**src/hdl/buzzer_pattern_queue_player_assert.svh**
```systemverilog
// Assertion macros for the buzzer pattern player.
// Used at the end of the top level; expects clk and rst_n in scope.
`ifndef BUZZER_PATTERN_QUEUE_PLAYER_ASSERT_SVH
`define BUZZER_PATTERN_QUEUE_PLAYER_ASSERT_SVH

// Property checked on every rising edge, masked while reset is asserted.
`define BPQ_ASSERT(lbl, prop, msg) \
  lbl: assert property (@(posedge clk) disable iff (!rst_n) prop) else $error(msg);

// Same, for properties that must also hold while reset is asserted.
`define BPQ_ASSERT_ALL(lbl, prop, msg) \
  lbl: assert property (@(posedge clk) prop) else $error(msg);

`endif

```
**src/hdl/bpq_pkg.sv**
```systemverilog
// Shared types, constants and helpers for the buzzer pattern player.
// No dependencies; imported by the controller, datapath and top level.
package bpq_pkg;

  localparam int QUEUE_DEPTH = 4;
  localparam int SLOT_W      = $clog2(QUEUE_DEPTH);
  localparam logic BOARD_ACTIVE_LEVEL = 1'b1;

  typedef enum logic [1:0] {
    FN_TICK = 2'd0,
    FN_PLAY = 2'd1,
    FN_STOP = 2'd2,
    FN_CONT = 2'd3
  } func_t;

  typedef struct packed {
    func_t       func;
    logic [31:0] time_now;
    logic [15:0] on_time;
    logic [15:0] off_time;
    logic [7:0]  beep_count;
    logic        continuous_enable;
  } in_item_t;

  typedef struct packed {
    logic pin_level;
    logic accepted;
    logic busy_res;
  } out_result_t;

  typedef struct packed {
    logic [15:0] on_t;
    logic [15:0] off_t;
    logic [7:0]  reps;
  } pat_t;

  // Controller to datapath commands.
  typedef struct packed {
    logic capture;   // latch transaction, read queue head
    logic execute;   // apply transaction, load result register
  } bpq_cmd_t;

  function automatic logic [SLOT_W-1:0] next_slot(input logic [SLOT_W-1:0] s);
    logic [SLOT_W-1:0] r;
    if (s == SLOT_W'(QUEUE_DEPTH - 1)) begin
      r = '0;
    end else begin
      r = s + 1'b1;
    end
    return r;
  endfunction

endpackage

```
**src/hdl/bpq_ctrl.sv**
```systemverilog
// Sequencing controller for the buzzer pattern player.
// Depends on bpq_pkg; drives busy, result strobe and datapath commands.
module bpq_ctrl
  import bpq_pkg::*;
(
  input  logic     clk,
  input  logic     rst_n,
  input  logic     start,
  output logic     busy,
  output logic     out_strobe,
  output bpq_cmd_t cmd
);

  typedef enum logic {
    ST_IDLE,
    ST_EXEC
  } state_t;

  state_t state_r;
  logic   strobe_r;

  always_comb begin
    cmd.capture = start && (state_r == ST_IDLE);
    cmd.execute = (state_r == ST_EXEC);
  end

  always_ff @(posedge clk) begin
    if (!rst_n) begin
      state_r  <= ST_IDLE;
      strobe_r <= 1'b0;
    end else begin
      strobe_r <= 1'b0;
      case (state_r)
        ST_IDLE: begin
          if (start) begin
            state_r <= ST_EXEC;
          end
        end
        ST_EXEC: begin
          strobe_r <= 1'b1;
          state_r  <= ST_IDLE;
        end
        default: begin
          state_r <= ST_IDLE;
        end
      endcase
    end
  end

  assign busy       = (state_r == ST_EXEC);
  assign out_strobe = strobe_r;

endmodule

```
**src/hdl/bpq_dp.sv**
```systemverilog
// Datapath of the buzzer pattern player: pattern queue, timing state, result.
// Depends on bpq_pkg; steered by bpq_ctrl through bpq_cmd_t.
module bpq_dp
  import bpq_pkg::*;
(
  input  logic        clk,
  input  logic        rst_n,
  input  bpq_cmd_t    cmd,
  input  in_item_t    in_item,
  input  logic        cfg_we,
  input  logic        cfg_wdata,
  output out_result_t out_result
);

  // pattern queue storage, no reset; a slot is used only after being written
  pat_t pat_mem [QUEUE_DEPTH];

  in_item_t          item_r;
  pat_t              head_r;
  out_result_t       res_r;
  logic              act_lvl_r;

  logic [SLOT_W-1:0] wr_slot_r, wr_slot_nxt;
  logic [SLOT_W-1:0] rd_slot_r, rd_slot_nxt;
  pat_t              cur_r, cur_nxt;
  logic [7:0]        beeps_r, beeps_nxt;
  logic [31:0]       deadline_r, deadline_nxt;
  logic              running_r, running_nxt;
  logic              on_phase_r, on_phase_nxt;
  logic              gap_r, gap_nxt;
  logic              steady_r, steady_nxt;
  logic              drive_r, drive_nxt;

  logic              acc;
  logic              q_empty;
  logic              reached;
  logic [31:0]       elapsed;
  logic [7:0]        beeps_dec;
  logic [SLOT_W-1:0] wr_next;
  logic              mem_we;

  assign elapsed = item_r.time_now - deadline_r;
  assign reached = ~elapsed[31];
  assign q_empty = (wr_slot_r == rd_slot_r);
  assign wr_next = next_slot(wr_slot_r);
  assign beeps_dec = (beeps_r != 8'd0) ? beeps_r - 8'd1 : 8'd0;

  always_comb begin
    wr_slot_nxt  = wr_slot_r;
    rd_slot_nxt  = rd_slot_r;
    cur_nxt      = cur_r;
    beeps_nxt    = beeps_r;
    deadline_nxt = deadline_r;
    running_nxt  = running_r;
    on_phase_nxt = on_phase_r;
    gap_nxt      = gap_r;
    steady_nxt   = steady_r;
    drive_nxt    = drive_r;
    acc          = 1'b0;
    mem_we       = 1'b0;

    case (item_r.func)
      FN_TICK: begin
        if (!steady_r) begin
          if (!running_r) begin
            if (!q_empty && (!gap_r || reached)) begin
              gap_nxt      = 1'b0;
              cur_nxt      = head_r;
              rd_slot_nxt  = next_slot(rd_slot_r);
              beeps_nxt    = head_r.reps;
              running_nxt  = 1'b1;
              on_phase_nxt = 1'b1;
              drive_nxt    = 1'b1;
              deadline_nxt = item_r.time_now + 32'(head_r.on_t);
            end
          end else if (reached) begin
            if (on_phase_r) begin
              drive_nxt    = 1'b0;
              beeps_nxt    = beeps_dec;
              on_phase_nxt = 1'b0;
              deadline_nxt = item_r.time_now + 32'(cur_r.off_t);
              if (beeps_dec == 8'd0) begin
                running_nxt = 1'b0;
                gap_nxt     = !q_empty && (cur_r.off_t != 16'd0);
              end
            end else begin
              on_phase_nxt = 1'b1;
              drive_nxt    = 1'b1;
              deadline_nxt = item_r.time_now + 32'(cur_r.on_t);
            end
          end
        end
      end
      FN_PLAY: begin
        if ((item_r.on_time != 16'd0) && (item_r.beep_count != 8'd0) && !steady_r &&
            (wr_next != rd_slot_r)) begin
          mem_we      = 1'b1;
          wr_slot_nxt = wr_next;
          acc         = 1'b1;
        end
      end
      FN_STOP: begin
        wr_slot_nxt  = '0;
        rd_slot_nxt  = '0;
        running_nxt  = 1'b0;
        on_phase_nxt = 1'b0;
        gap_nxt      = 1'b0;
        steady_nxt   = 1'b0;
        drive_nxt    = 1'b0;
      end
      FN_CONT: begin
        if (item_r.continuous_enable) begin
          wr_slot_nxt  = '0;
          rd_slot_nxt  = '0;
          running_nxt  = 1'b0;
          on_phase_nxt = 1'b0;
          gap_nxt      = 1'b0;
          steady_nxt   = 1'b1;
          drive_nxt    = 1'b1;
        end else if (steady_r) begin
          steady_nxt = 1'b0;
          drive_nxt  = 1'b0;
        end
      end
      default: begin
      end
    endcase
  end

  // queue memory: write at tail on accepted play, registered read of head
  always_ff @(posedge clk) begin
    if (cmd.execute && mem_we) begin
      pat_mem[wr_slot_r] <= '{on_t: item_r.on_time, off_t: item_r.off_time,
                              reps: item_r.beep_count};
    end
    if (cmd.capture) begin
      head_r <= pat_mem[rd_slot_r];
    end
  end

  // payload registers
  always_ff @(posedge clk) begin
    if (cmd.capture) begin
      item_r <= in_item;
    end
    if (cmd.execute) begin
      res_r.pin_level <= drive_nxt ? act_lvl_r : ~act_lvl_r;
      res_r.accepted  <= acc;
      res_r.busy_res  <= steady_nxt || running_nxt || (wr_slot_nxt != rd_slot_nxt);
    end
  end

  always_ff @(posedge clk) begin
    if (!rst_n) begin
      act_lvl_r  <= BOARD_ACTIVE_LEVEL;
      wr_slot_r  <= '0;
      rd_slot_r  <= '0;
      cur_r      <= '0;
      beeps_r    <= '0;
      deadline_r <= '0;
      running_r  <= 1'b0;
      on_phase_r <= 1'b0;
      gap_r      <= 1'b0;
      steady_r   <= 1'b0;
      drive_r    <= 1'b0;
    end else begin
      if (cfg_we) begin
        act_lvl_r <= cfg_wdata;
      end
      if (cmd.execute) begin
        wr_slot_r  <= wr_slot_nxt;
        rd_slot_r  <= rd_slot_nxt;
        cur_r      <= cur_nxt;
        beeps_r    <= beeps_nxt;
        deadline_r <= deadline_nxt;
        running_r  <= running_nxt;
        on_phase_r <= on_phase_nxt;
        gap_r      <= gap_nxt;
        steady_r   <= steady_nxt;
        drive_r    <= drive_nxt;
      end
    end
  end

  assign out_result = res_r;

endmodule

```
**src/hdl/buzzer_pattern_queue_player.sv**
```systemverilog
// Top level of the buzzer beep pattern player with a pattern queue.
// Depends on bpq_pkg, bpq_ctrl, bpq_dp and the assertion macro header.
`include "buzzer_pattern_queue_player_assert.svh"

// Buzzer pattern player. A transaction is taken at a rising edge with start
// high and busy low; busy is then high for one cycle while the item is
// applied, and the result shows on out_result for exactly one cycle with
// out_strobe high, once the execute state has loaded the result register.
// The receiver cannot stall. A new transaction may be started in the same
// cycle the previous result is shown, but not while busy; the queue head
// is read from pattern memory into a register as a transaction is taken.
// Functions: tick (time_now in ms, starts or advances a pattern, deadlines
// compared wrap-safe), play (queues on_time, off_time, beep_count; refused
// when on_time or beep_count is zero, continuous mode is on, or the queue
// is full; QUEUE_DEPTH-1 usable slots), stop all, and set or clear
// continuous mode. If a pattern is queued at the last beep, a gap of the
// ended pattern's off time is kept first. cfg_wdata sets the pin level
// that sounds the buzzer (reset 1); write it only while idle.
module buzzer_pattern_queue_player
  import bpq_pkg::*;
(
  input  logic        clk,
  input  logic        rst_n,
  input  logic        start,
  output logic        busy,
  input  in_item_t    in_item,
  output logic        out_strobe,
  output out_result_t out_result,
  input  logic        cfg_we,
  input  logic        cfg_wdata
);

  bpq_cmd_t cmd;

  // sequencing: idle -> execute -> idle, strobe in the cycle after execute
  bpq_ctrl u_ctrl (
    .clk        (clk),
    .rst_n      (rst_n),
    .start      (start),
    .busy       (busy),
    .out_strobe (out_strobe),
    .cmd        (cmd)
  );

  // queue memory, pattern timing state and result register
  bpq_dp u_dp (
    .clk        (clk),
    .rst_n      (rst_n),
    .cmd        (cmd),
    .in_item    (in_item),
    .cfg_we     (cfg_we),
    .cfg_wdata  (cfg_wdata),
    .out_result (out_result)
  );

  // an accepted transaction goes to work on the next cycle
  `BPQ_ASSERT(a_accept_busy, (start && !busy) |=> busy, "accepted transaction not executed")
  // each executed transaction gives exactly one result, right after
  `BPQ_ASSERT(a_exec_strobe, busy |=> (out_strobe && !busy), "missing result after execute")
  // only a play transaction can report accepted
  `BPQ_ASSERT(a_acc_play, (out_strobe && out_result.accepted) |->
              ($past(in_item.func, 2) == FN_PLAY), "accepted set for non-play")

endmodule

```
**config.mk**
```make
export PLATFORM = sky130hd
export DESIGN_NAME = buzzer_pattern_queue_player
export DESIGN_NICKNAME = d
export VERILOG_FILES = /design/src/hdl/bpq_pkg.sv /design/src/hdl/bpq_ctrl.sv /design/src/hdl/bpq_dp.sv /design/src/hdl/buzzer_pattern_queue_player.sv
export VERILOG_INCLUDE_DIRS = /design/src /design/src/hdl
export SDC_FILE = /design/constraint.sdc
export NUM_CORES = 1
export LEC_CHECK = 0
export ABC_CLOCK_PERIOD_IN_PS = 7900
export BUFFER_PORTS_ARGS = -buffer_cell sky130_fd_sc_hd__buf_2
export CAP_MARGIN = 20
export CORE_MARGIN = 1
export CORE_UTILIZATION = 61
export DETAILED_ROUTE_END_ITERATION = 6
export GPL_TIMING_DRIVEN = 0
export HOLD_SLACK_MARGIN = 0.15
export PLACE_DENSITY = 0.8
export SYNTH_ARGS = -nofsm -noshare
export SYNTH_HDL_FRONTEND = slang
export SYNTH_SLANG_ARGS = --single-unit
```
**constraint.sdc**
```tcl
create_clock -name clk -period 7.9 [get_ports clk]
set_input_delay 0.79 -clock clk [delete_from_list [all_inputs] [get_ports clk]]
set_output_delay 0.79 -clock clk [all_outputs]
set_load 0.01 [all_outputs]
```
== Word-level counts from Yosys, hierarchy flattened ==
Memory sizes are Yosys's and may differ from the RTL's. A register that Yosys moved wholly into a read port is not among the register bits.
Index checks and enable logic that the tools add are counted.
Word-level totals
  flip-flop bits (word level): 162
  memory bits (writable): 160
  input bits: 80
  output and inout port bits: 5
  memories: 1
Operators by class
  add/sub/neg operators: 7
  equal/unequal tests: 16
  mux-type cells: 58
  bitwise logic cells: 5
  reduce and logical (&&, ||, !) cells: 26
Memories
  u_dp.pat_mem: depth 4, width 40, rd ports 1, clocked after Yosys merged registers in 1, wr ports 1, line bpq_dp.sv:16  | pat_t pat_mem [QUEUE_DEPTH];
Operators by type and width (count)
  32-bit two-way mux: 4
  32-bit by 16-bit adder with 32-bit output: 3
  8-bit two-way mux: 5
  1-bit two-way mux: 33
  16-bit nonzero test: 2
  32-bit subtractor: 1
  2-bit two-way mux: 8
  8-bit nonzero test: 2
  1-bit case mux with 3 select lines: 4
  2-bit case mux with 3 select lines: 2
  6-bit AND reduction: 2
  5-bit AND reduction: 2
  3-bit inequality test, second input constant: 3
  2-bit equality test, second input constant: 4
  8-bit zero test: 1
  8-bit AND reduction: 1
  8-bit by 1-bit subtractor with 8-bit output, second input constant: 1
  1-bit logical AND: 7
  2-bit inequality test, second input constant: 3
  1-bit inverter: 5
  2-bit by 1-bit adder with 2-bit output, second input constant: 2
  2-bit inequality test: 2
  1-bit case mux with 2 select lines: 2
  1-bit zero test: 3
  8 further kinds: 10

== Depth between registers and ports, before layout ==
Gate-level depths: netlist of run 1.
  depth in word-level cells: 11
  gate-level depth with buffers: 17
  mapped depth without buffers: 14

== Modules after synthesis ==
A second synthesis of run 1 with hierarchy kept.
Unflattened totals
  cells, all modules: 1058
  area total of the unflattened synthesis: 15180.8 µm²
Modules (own cells, without submodules)
  bpq_dp: times used 1, cells each 1052, area each 15107.0 µm²
  bpq_ctrl: times used 1, cells each 6, area each 73.8 µm²

== Worst setup path before layout of run 1 ==
Ideal clock, no wire load.
  path type: input-to-reg
  start: input port start
  end: register u_dp.head_r[0] (netlist name)
  data arrival time: 5.802 ns
  data required time: 7.298 ns
  slack: 1.495 ns
  cell stages on the path: 1
  cell sequence: nor2b_1
On the way
  longest elaborated chain between the ends: 1
RTL lines
  from (decl): line buzzer_pattern_queue_player.sv:24  | input logic start,
  1-bit logical AND: line bpq_ctrl.sv:23  | cmd.capture = start && (state_r == ST_IDLE);
Every way passes these cells.
A chain may end at the register's enable or synchronous reset.

== Worst setup path after layout of run 1 ==
  start: register u_dp.running_r
  end: register u_dp.deadline_r[18]
On the way
  longest elaborated chain between the ends: 2
  elaborated cells between the ends (all ways): 4
  classes of those cells: eq/ne: 1; mux: 1; reduce/logical: 2
RTL lines
  from (decl): line bpq_dp.sv:28  | logic running_r, running_nxt;
  from (signal assigned): line bpq_dp.sv:176  | running_r <= running_nxt;
  2-bit inequality test (no source line) / 2-bit nonzero test (equally long branches)
  5-bit AND reduction (no source line)
  to (signal assigned): line bpq_dp.sv:175  | deadline_r <= deadline_nxt;
  to (decl): line bpq_dp.sv:27  | logic [31:0] deadline_r, deadline_nxt;
Parallel ways exist; a longest one is shown, timed or not.

==> results of run 1 <==
[layout make-up]
cell class | count | area share (%)
clock buffers | 46 | 5.744
multi-input cells | 642 | 27.72
clock inverters | 22 | 1.235
plain buffers | 46 | 1.142
well taps | 324 | 2.326
repair buffers | 90 | 3.188
diodes | 1 | 0.01436
flip-flops and latches | 362 | 57.55
inverters | 50 | 1.077
[worst paths after layout]
path                                                    endpoint  slack (ns)                         from
worst max-delay path            u_dp.deadline_r[18]$_SDFFE_PN0P_        3.37  u_dp.running_r$_SDFFE_PN0P_
worst min-delay path                   u_dp.item_r[36]$_DFFE_PP_        0.43                  in_item[36]
worst max register to register  u_dp.deadline_r[18]$_SDFFE_PN0P_        3.37  u_dp.running_r$_SDFFE_PN0P_
worst min register to register       u_dp.cur_r[34]$_SDFFE_PN0P_        0.45  u_dp.cur_r[34]$_SDFFE_PN0P_
[flip-flops by register name, indices dropped and copies added (netlist names), 2 cells and up]
register,cells
u_dp.pat_mem,160
u_dp.cur_r,32
u_dp.beeps_r,8
u_dp.head_r,40
u_dp.item_r,75
u_dp.wr_slot_r,2
u_dp.rd_slot_r,2
u_dp.out_result,3
u_dp.deadline_r,32
[per-stage QoR]
| stage | setup slack (ns) | TNS [ns] |
|---|---|---|
| 2_1_floorplan | 1.495 | 0 |
| 3_3_place_gp | -0.6307 | -71.55 |
| 3_5_place_dp | 3.474 | 0 |
| 4_1_cts | 3.438 | 0 |
| 5_1_grt | 3.099 | 0 |
| 6_report | 3.373 | 0 |
[cells in the mapped netlist (all sizes together), types with 3 or more instances]
master / count
a211oi: 10
a21boi: 4
a21o: 7
a21oi: 101
a22oi: 5
a31o: 4
a31oi: 6
and2: 5
and3: 11
and4: 4
buf: 19
clkbuf: 27
dfxtp: 84
edfxtp: 278
ha: 53
inv: 50
mux2i: 39
mux4: 40
nand2: 97
nand2b: 5
nand3: 10
nand3b: 3
nand4: 10
nor2: 76
nor2b: 9
nor3: 16
nor4: 14
o2111ai: 3
o211ai: 3
o21a: 3
o21ai: 36
o22ai: 3
or2: 3
or3: 4
xnor2: 21
xor2: 14
[per-layer routing]
metal | track usage, % | wire, um | part of all wire, % | up-vias
li1 | - | - | - | 4406
met4 | 8.182 | 658 | 2.1 | 0
met3 | 4.883 | 1612 | 5.3 | 56
met1 | 31.69 | 12990 | 42 | 4510
met5 | 0 | 0 | 0 | -
met2 | 41.74 | 15410 | 50 | 298
[power breakdown]
| part | switching [mW] | internal, mW |
|---|---|---|
| combinational | 0.158 | 0.111 |
| clock | 0.721 | 1.01 |
| sequential | 0.0385 | 2.10 |
| total | 0.918 | 3.22 |
[kinds of logic (layout without fill, tap and decap cells)]
logic type / after synthesis / after routing / synth area share [%]
and+or+nand+nor: 271 / 271 / 8.385
DFF: 362 / 362 / 65.83
muxes: 79 / 79 / 8.476
AOI/OAI and AO/OA: 203 / 203 / 8.271
xor gates and xnor gates: 35 / 35 / 2.012
buffers and inverters: 96 / 254 / 2.538
adders and majority gates: 54 / 54 / 4.484
other: 0 / 1 / 0
==> qor.csv, run 1 <==
metric;value;unit
crit_fanout;10;
die_y;160.0;um
rsz0062_at_grt;no;
hold_violations;0;
drc;0;
synth_area;15230;um2
p_leak;5.964;nW
ant_nets;0;
powerDensity;237.4;nW/um2
fmax;0.2209;GHz
totalPowerFinal;4.137;mW
final_common_cell;edfxtp_1;
slew_headroom;39.23;%
fillers;1596;
grt_usage;24.53;%
hold_path.class;in2reg;
avgSynthCellArea;13.85;um2
grt_max_degree;38;
hold_slack;0.4311;ns
synth-async-reset-ratio;0;%
worst-r2r-cell-count;16;
endpoint_kind;flop;
yosys.area.top_type;edfxtp_1;
synth_fp_nets;1234;
cp_slowest_cell;buf_1;
crit_chain;buf_1 > buf_1 > buf_1 > nor2_1 > a21oi_1 > ha_1 > inv_1 > fa_1 > nor2b_1 > o21ai_0 > a21oi_1 > o2111ai_1 > a31oi_1 > and3_1 > xnor2_1 > a21oi_1;
utilization;71.45;%
vdd_drop_max;0.2674;mV
fin_nets;1363;
routed_wl;30680;um
finalClockSkew;0.01358;ns
cp_top_family;compound AO/OA/AOI/OAI gates;
clockRootBuffer;clkbuf_16;
final_cell_area;17430;um2
layout_min_cycle_time;4.527;ns
required;8.30;ns
cts.path.max_buffers;3;
port_buffers;83;
seqCellArea;10030;um2
synth_edf_count;278;
clk_pin_slew;0.06;ns
status;finished clean;
dieArea;25610;um2
yosysWarnings;0;
ys_seq_elements;362;
path_depth;16;
clkSinkCount;362;
holdBufCountCts;0;
yosysUniqueCellTypes;68;
final_max_slew_viol_count;0;
tritoncts;built;
die_w;160.0;um
routabilityCongestion;0.9079;
vias;9270;
cts_buffers;37;
hpwl;20480;um
drive_above_1_share;17.49;%
initial_core_util;62.46;%
h-tree-depth;2;
setup_viol;0;
first_pass_iters;5;
dpl_cell_area;16210;um2
multi_input_area;4831;um2
ys.flop_type;edfxtp_1;
final_cell_mix;edfxtp_1 (278), a21oi_1 (100), nand2_1 (97), buf_2 (86), dfxtp_1 (84);
clock_latency;0.53;ns
synthTopCellsByArea;edfxtp_1 (55%), dfxtp_1 (11%), mux4_2 (5.9%), ha_1 (4.4%), a21oi_1 (3.3%);
drv_cap;0;
grt_overflow_total;0;
criticalPathCategory;reg2reg;
period_share;57.31;%
path_buf_inv;4;
synth_top_cell_area_share;54.80;%
placeableCoreArea;24390;um2
fin_cells;1583;
cp.arrival;4.93;ns
antenna_found_initial;1;
crit_path_max_incr_delay;0.49;ns
yosysSeqAreaShare;65.83;%
syn2layout_area_growth;14.39;%
routed_via_density;5.856;
postCtsSetupBuffers;0;
detail_route.wl_per_cell;19.38;um
num_rows;57;
grt_pass1_wl;48430;um
netlist_instances;1100;
pin_count;85;
worstSetupStartpointType;flop;
first_global_vias;9321;
tightest_slew;0.9116;ns
initialDrtViolationCount;690;
hold_depth;1;
ctsResizeCount;0;
place_inst;1514;
(Power assumes the default switching activity.)
==> run 2, diff against run 1 <==
- ABC_CLOCK_PERIOD_IN_PS: 7900 -> 3650
- CORE_UTILIZATION: 61 -> 55
- PLACE_DENSITY: 0.8 -> 0.76
- clock period: 7.9 -> 3.65 ns (I/O delays scaled with it)
==> qor.csv, run 2 (synthesis results as in run 1) <==
metric;value;unit;change
status;finished clean;;unchanged
routed_via_density;5.658;;was 5.856
grt_usage;22.65;%;was 24.53%
required;4.05;ns;was 8.30 ns
endpoint_kind;flop;;unchanged
grt_overflow_total;0;;unchanged
setup_viol;0;;unchanged
pre_cts_slack;-0.7285;ns;was 3.474 ns
final_max_slew_viol_count;0;;unchanged
r2r-start;u_dp.on_phase_r$_SDFFE_PN0P_;;was u_dp.running_r$_SDFFE_PN0P_
fillers;1877;;was 1,596
detail_route.wl_per_cell;18.76;um;was 19.38 um
grt_max_degree;36;;was 38
final_cell_mix;edfxtp_1 (278), a21oi_1 (99), nand2_1 (97), buf_2 (87), dfxtp_1 (83);;was edfxtp_1 (278), a21oi_1 (100), nand2_1 (97), buf_2 (86), dfxtp_1 (84)
antenna_found_initial;1;;unchanged
syn2layout_area_growth;20.36;%;was 14.39%
first_pass_iters;5;;unchanged
fin_cells;1676;;was 1,583
period_share;95.13;%;was 57.31%
clk_pin_slew;0.06;ns;about the same
crit_fanout;10;;unchanged
drive_above_1_share;17.08;%;was 17.49%
cp.arrival;3.88;ns;was 4.93 ns
vdd_drop_max;0.4302;mV;was 0.2674 mV
fmax;0.2880;GHz;was 0.2209 GHz
drv_cap;0;;unchanged
p_leak;6.357;nW;was 5.964 nW
cts_buffers;38;;was 37
largest_register_ffs;160;;unchanged
pin_count;85;;unchanged
largest_registers;u_dp.pat_mem: 160 flops, u_dp.item_r: 75 flops, u_dp.head_r: 40 flops;;unchanged
slew_headroom;37.14;%;was 39.23%
worstSetupStartpointType;flop;;unchanged
place_inst;1531;;was 1,514
placeableCoreArea;27030;um2;was 24,390 um2
h-tree-depth;2;;unchanged
vias;9482;;was 9,270
die_w;168.4;um;was 160.0 um
totalPowerFinal;9.223;mW;was 4.137 mW
powerDensity;503.0;nW/um2;was 237.4 nW/um2
hold_path.class;in2reg;;unchanged
finalClockSkew;0.03190;ns;was 0.01358 ns
first_global_vias;9531;;was 9,321
clkSinkCount;362;;unchanged
clock_latency;0.55;ns;was 0.53 ns
hold_path_startpoint;rst_n;;was in_item[36]
crit_path_max_incr_delay;0.45;ns;was 0.49 ns
hold_slack;0.3206;ns;was 0.4311 ns
startpoint;u_dp.on_phase_r$_SDFFE_PN0P_;;was u_dp.running_r$_SDFFE_PN0P_
setup_ws;0.1776;ns;was 3.373 ns
drc;0;;unchanged
routed_wl;31450;um;was 30,680 um
antennaDiodeCount;0;;was 1
port_buffers;83;;unchanged
critical_path.most_common_cell;a21oi_1;;
cts.path.max_buffers;3;;unchanged
initialDrtViolationCount;748;;was 690
fin_nets;1440;;was 1,363
grt_pass1_wl;49470;um;was 48,430 um
initial_core_util;56.37;%;was 62.46%
final_cell_area;18340;um2;was 17,430 um2
dpl_cell_area;16230;um2;was 16,210 um2
tightest_slew;0.9429;ns;was 0.9116 ns
crit_chain;clkbuf_4 > buf_4 > mux2i_1 > a21oi_1 > ha_1 > and4_1 > a21boi_0 > a41oi_1 > a211oi_2 > nor2_2 > nor3b_1 > xnor2_1 > a21oi_1;;was buf_1 > buf_1 > buf_1 > nor2_1 > a21oi_1 > ha_1 > inv_1 > fa_1 > nor2b_1 > o21ai_0 > a21oi_1 > o2111ai_1 > a31oi_1 > and3_1 > xnor2_1 > a21oi_1
final_common_cell;edfxtp_1;;unchanged
clockRootBuffer;clkbuf_16;;unchanged
hpwl;20370;um;was 20,480 um
top_register;u_dp.pat_mem;;unchanged
routabilityCongestion;0.8670;;was 0.9079
criticalPathCategory;reg2reg;;unchanged
layout_min_cycle_time;3.472;ns;was 4.527 ns
num_rows;60;;was 57
dieArea;28370;um2;was 25,610 um2
hold_violations;0;;unchanged
die_y;168.4;um;was 160.0 um
tritoncts;built;;unchanged
cp_slowest_cell;a211oi_2;;was buf_1
ant_nets;0;;unchanged
==> run 2: cell count changes in the layout (fill, tap and decap cells not counted), moves of 2 or more <==
cell,previous run,this run
clkinvlp_4,5,0
buf_4,6,8
clkbuf_4,0,2
bufinv_16,3,5
clkinv_2,4,2
clkbuf_1,33,37
nor2_2,0,2
clkinv_16,0,2
nor2_1,76,74
buf_1,10,4
dlygate4sd3_1,0,77
==> run 2: report_power, final <==
group	leakage (nW)	switching, mW	internal, mW
Clock	0.619	1.59	2.35
Combinational	2.48	0.351	0.299
Sequential	3.25	0.0855	4.55
Total	6.36	2.03	7.20
==> run 2: worst paths after layout <==
kind / endpoint / slack (ns) / depth (start not counted)
worst max-delay path: u_dp.deadline_r[21]$_SDFFE_PN0P_ / 0.18 / 13
worst min-delay path: u_dp.beeps_r[2]$_SDFFE_PN0P_ / 0.32 / 2
worst max register to register: u_dp.deadline_r[21]$_SDFFE_PN0P_ / 0.18 / 13
worst min register to register: u_dp.cur_r[28]$_SDFFE_PN0P_ / 0.45 / 2
==> run 2: critical path: cells and delay by family (launching register included) <==
kind                       cells  cell delay (ns)
buffers and inverters          2             0.52
AOI/OAI and AO/OA              5             0.97
adders and majority gates      1             0.39
DFF                            1             0.35
xor gates and xnor gates       1             0.15
muxes                          1             0.20
and+or+nand+nor                3             0.75
==> run 2: cell type report <==
class	instances	area [um2]	share of cell area [%]
buffer	44	212.7	1.160
timing repair buffer	168	1334	7.274
sequential	362	10030	54.72
clock buffer	52	1023	5.582
tap	341	426.7	2.327
inverter	50	187.7	1.024
clock inverter	17	266.5	1.453
multi-input combinational	642	4852	26.46
==> run 2: metal layers <==
layer	up-vias	wire [um]	global-route usage, %
li1	4552	-	-
met1	4617	13500	28.89
met2	264	15600	39.08
met3	49	1638	4.114
met4	0	708	7.708
met5	-	0	0
==> run 2: timing repair <==
item,4_1_cts,5_1_grt
endpoints found under the setup margin,24,12
setup buffers,0,1
pin swaps,0,2
resized for setup,11,8
hold buffers,77,0
endpoints found under the hold margin,76,0
==> run 2: per-stage QoR <==
stage | utilization [%] | setup TNS [ns]
6_report | 67.85 | 0
5_1_grt | 67.85 | -0.02516
4_1_cts | 67.74 | 0
3_5_place_dp | 60.05 | -11.47
3_3_place_gp | 59.51 | -12.07
2_1_floorplan | - | 0
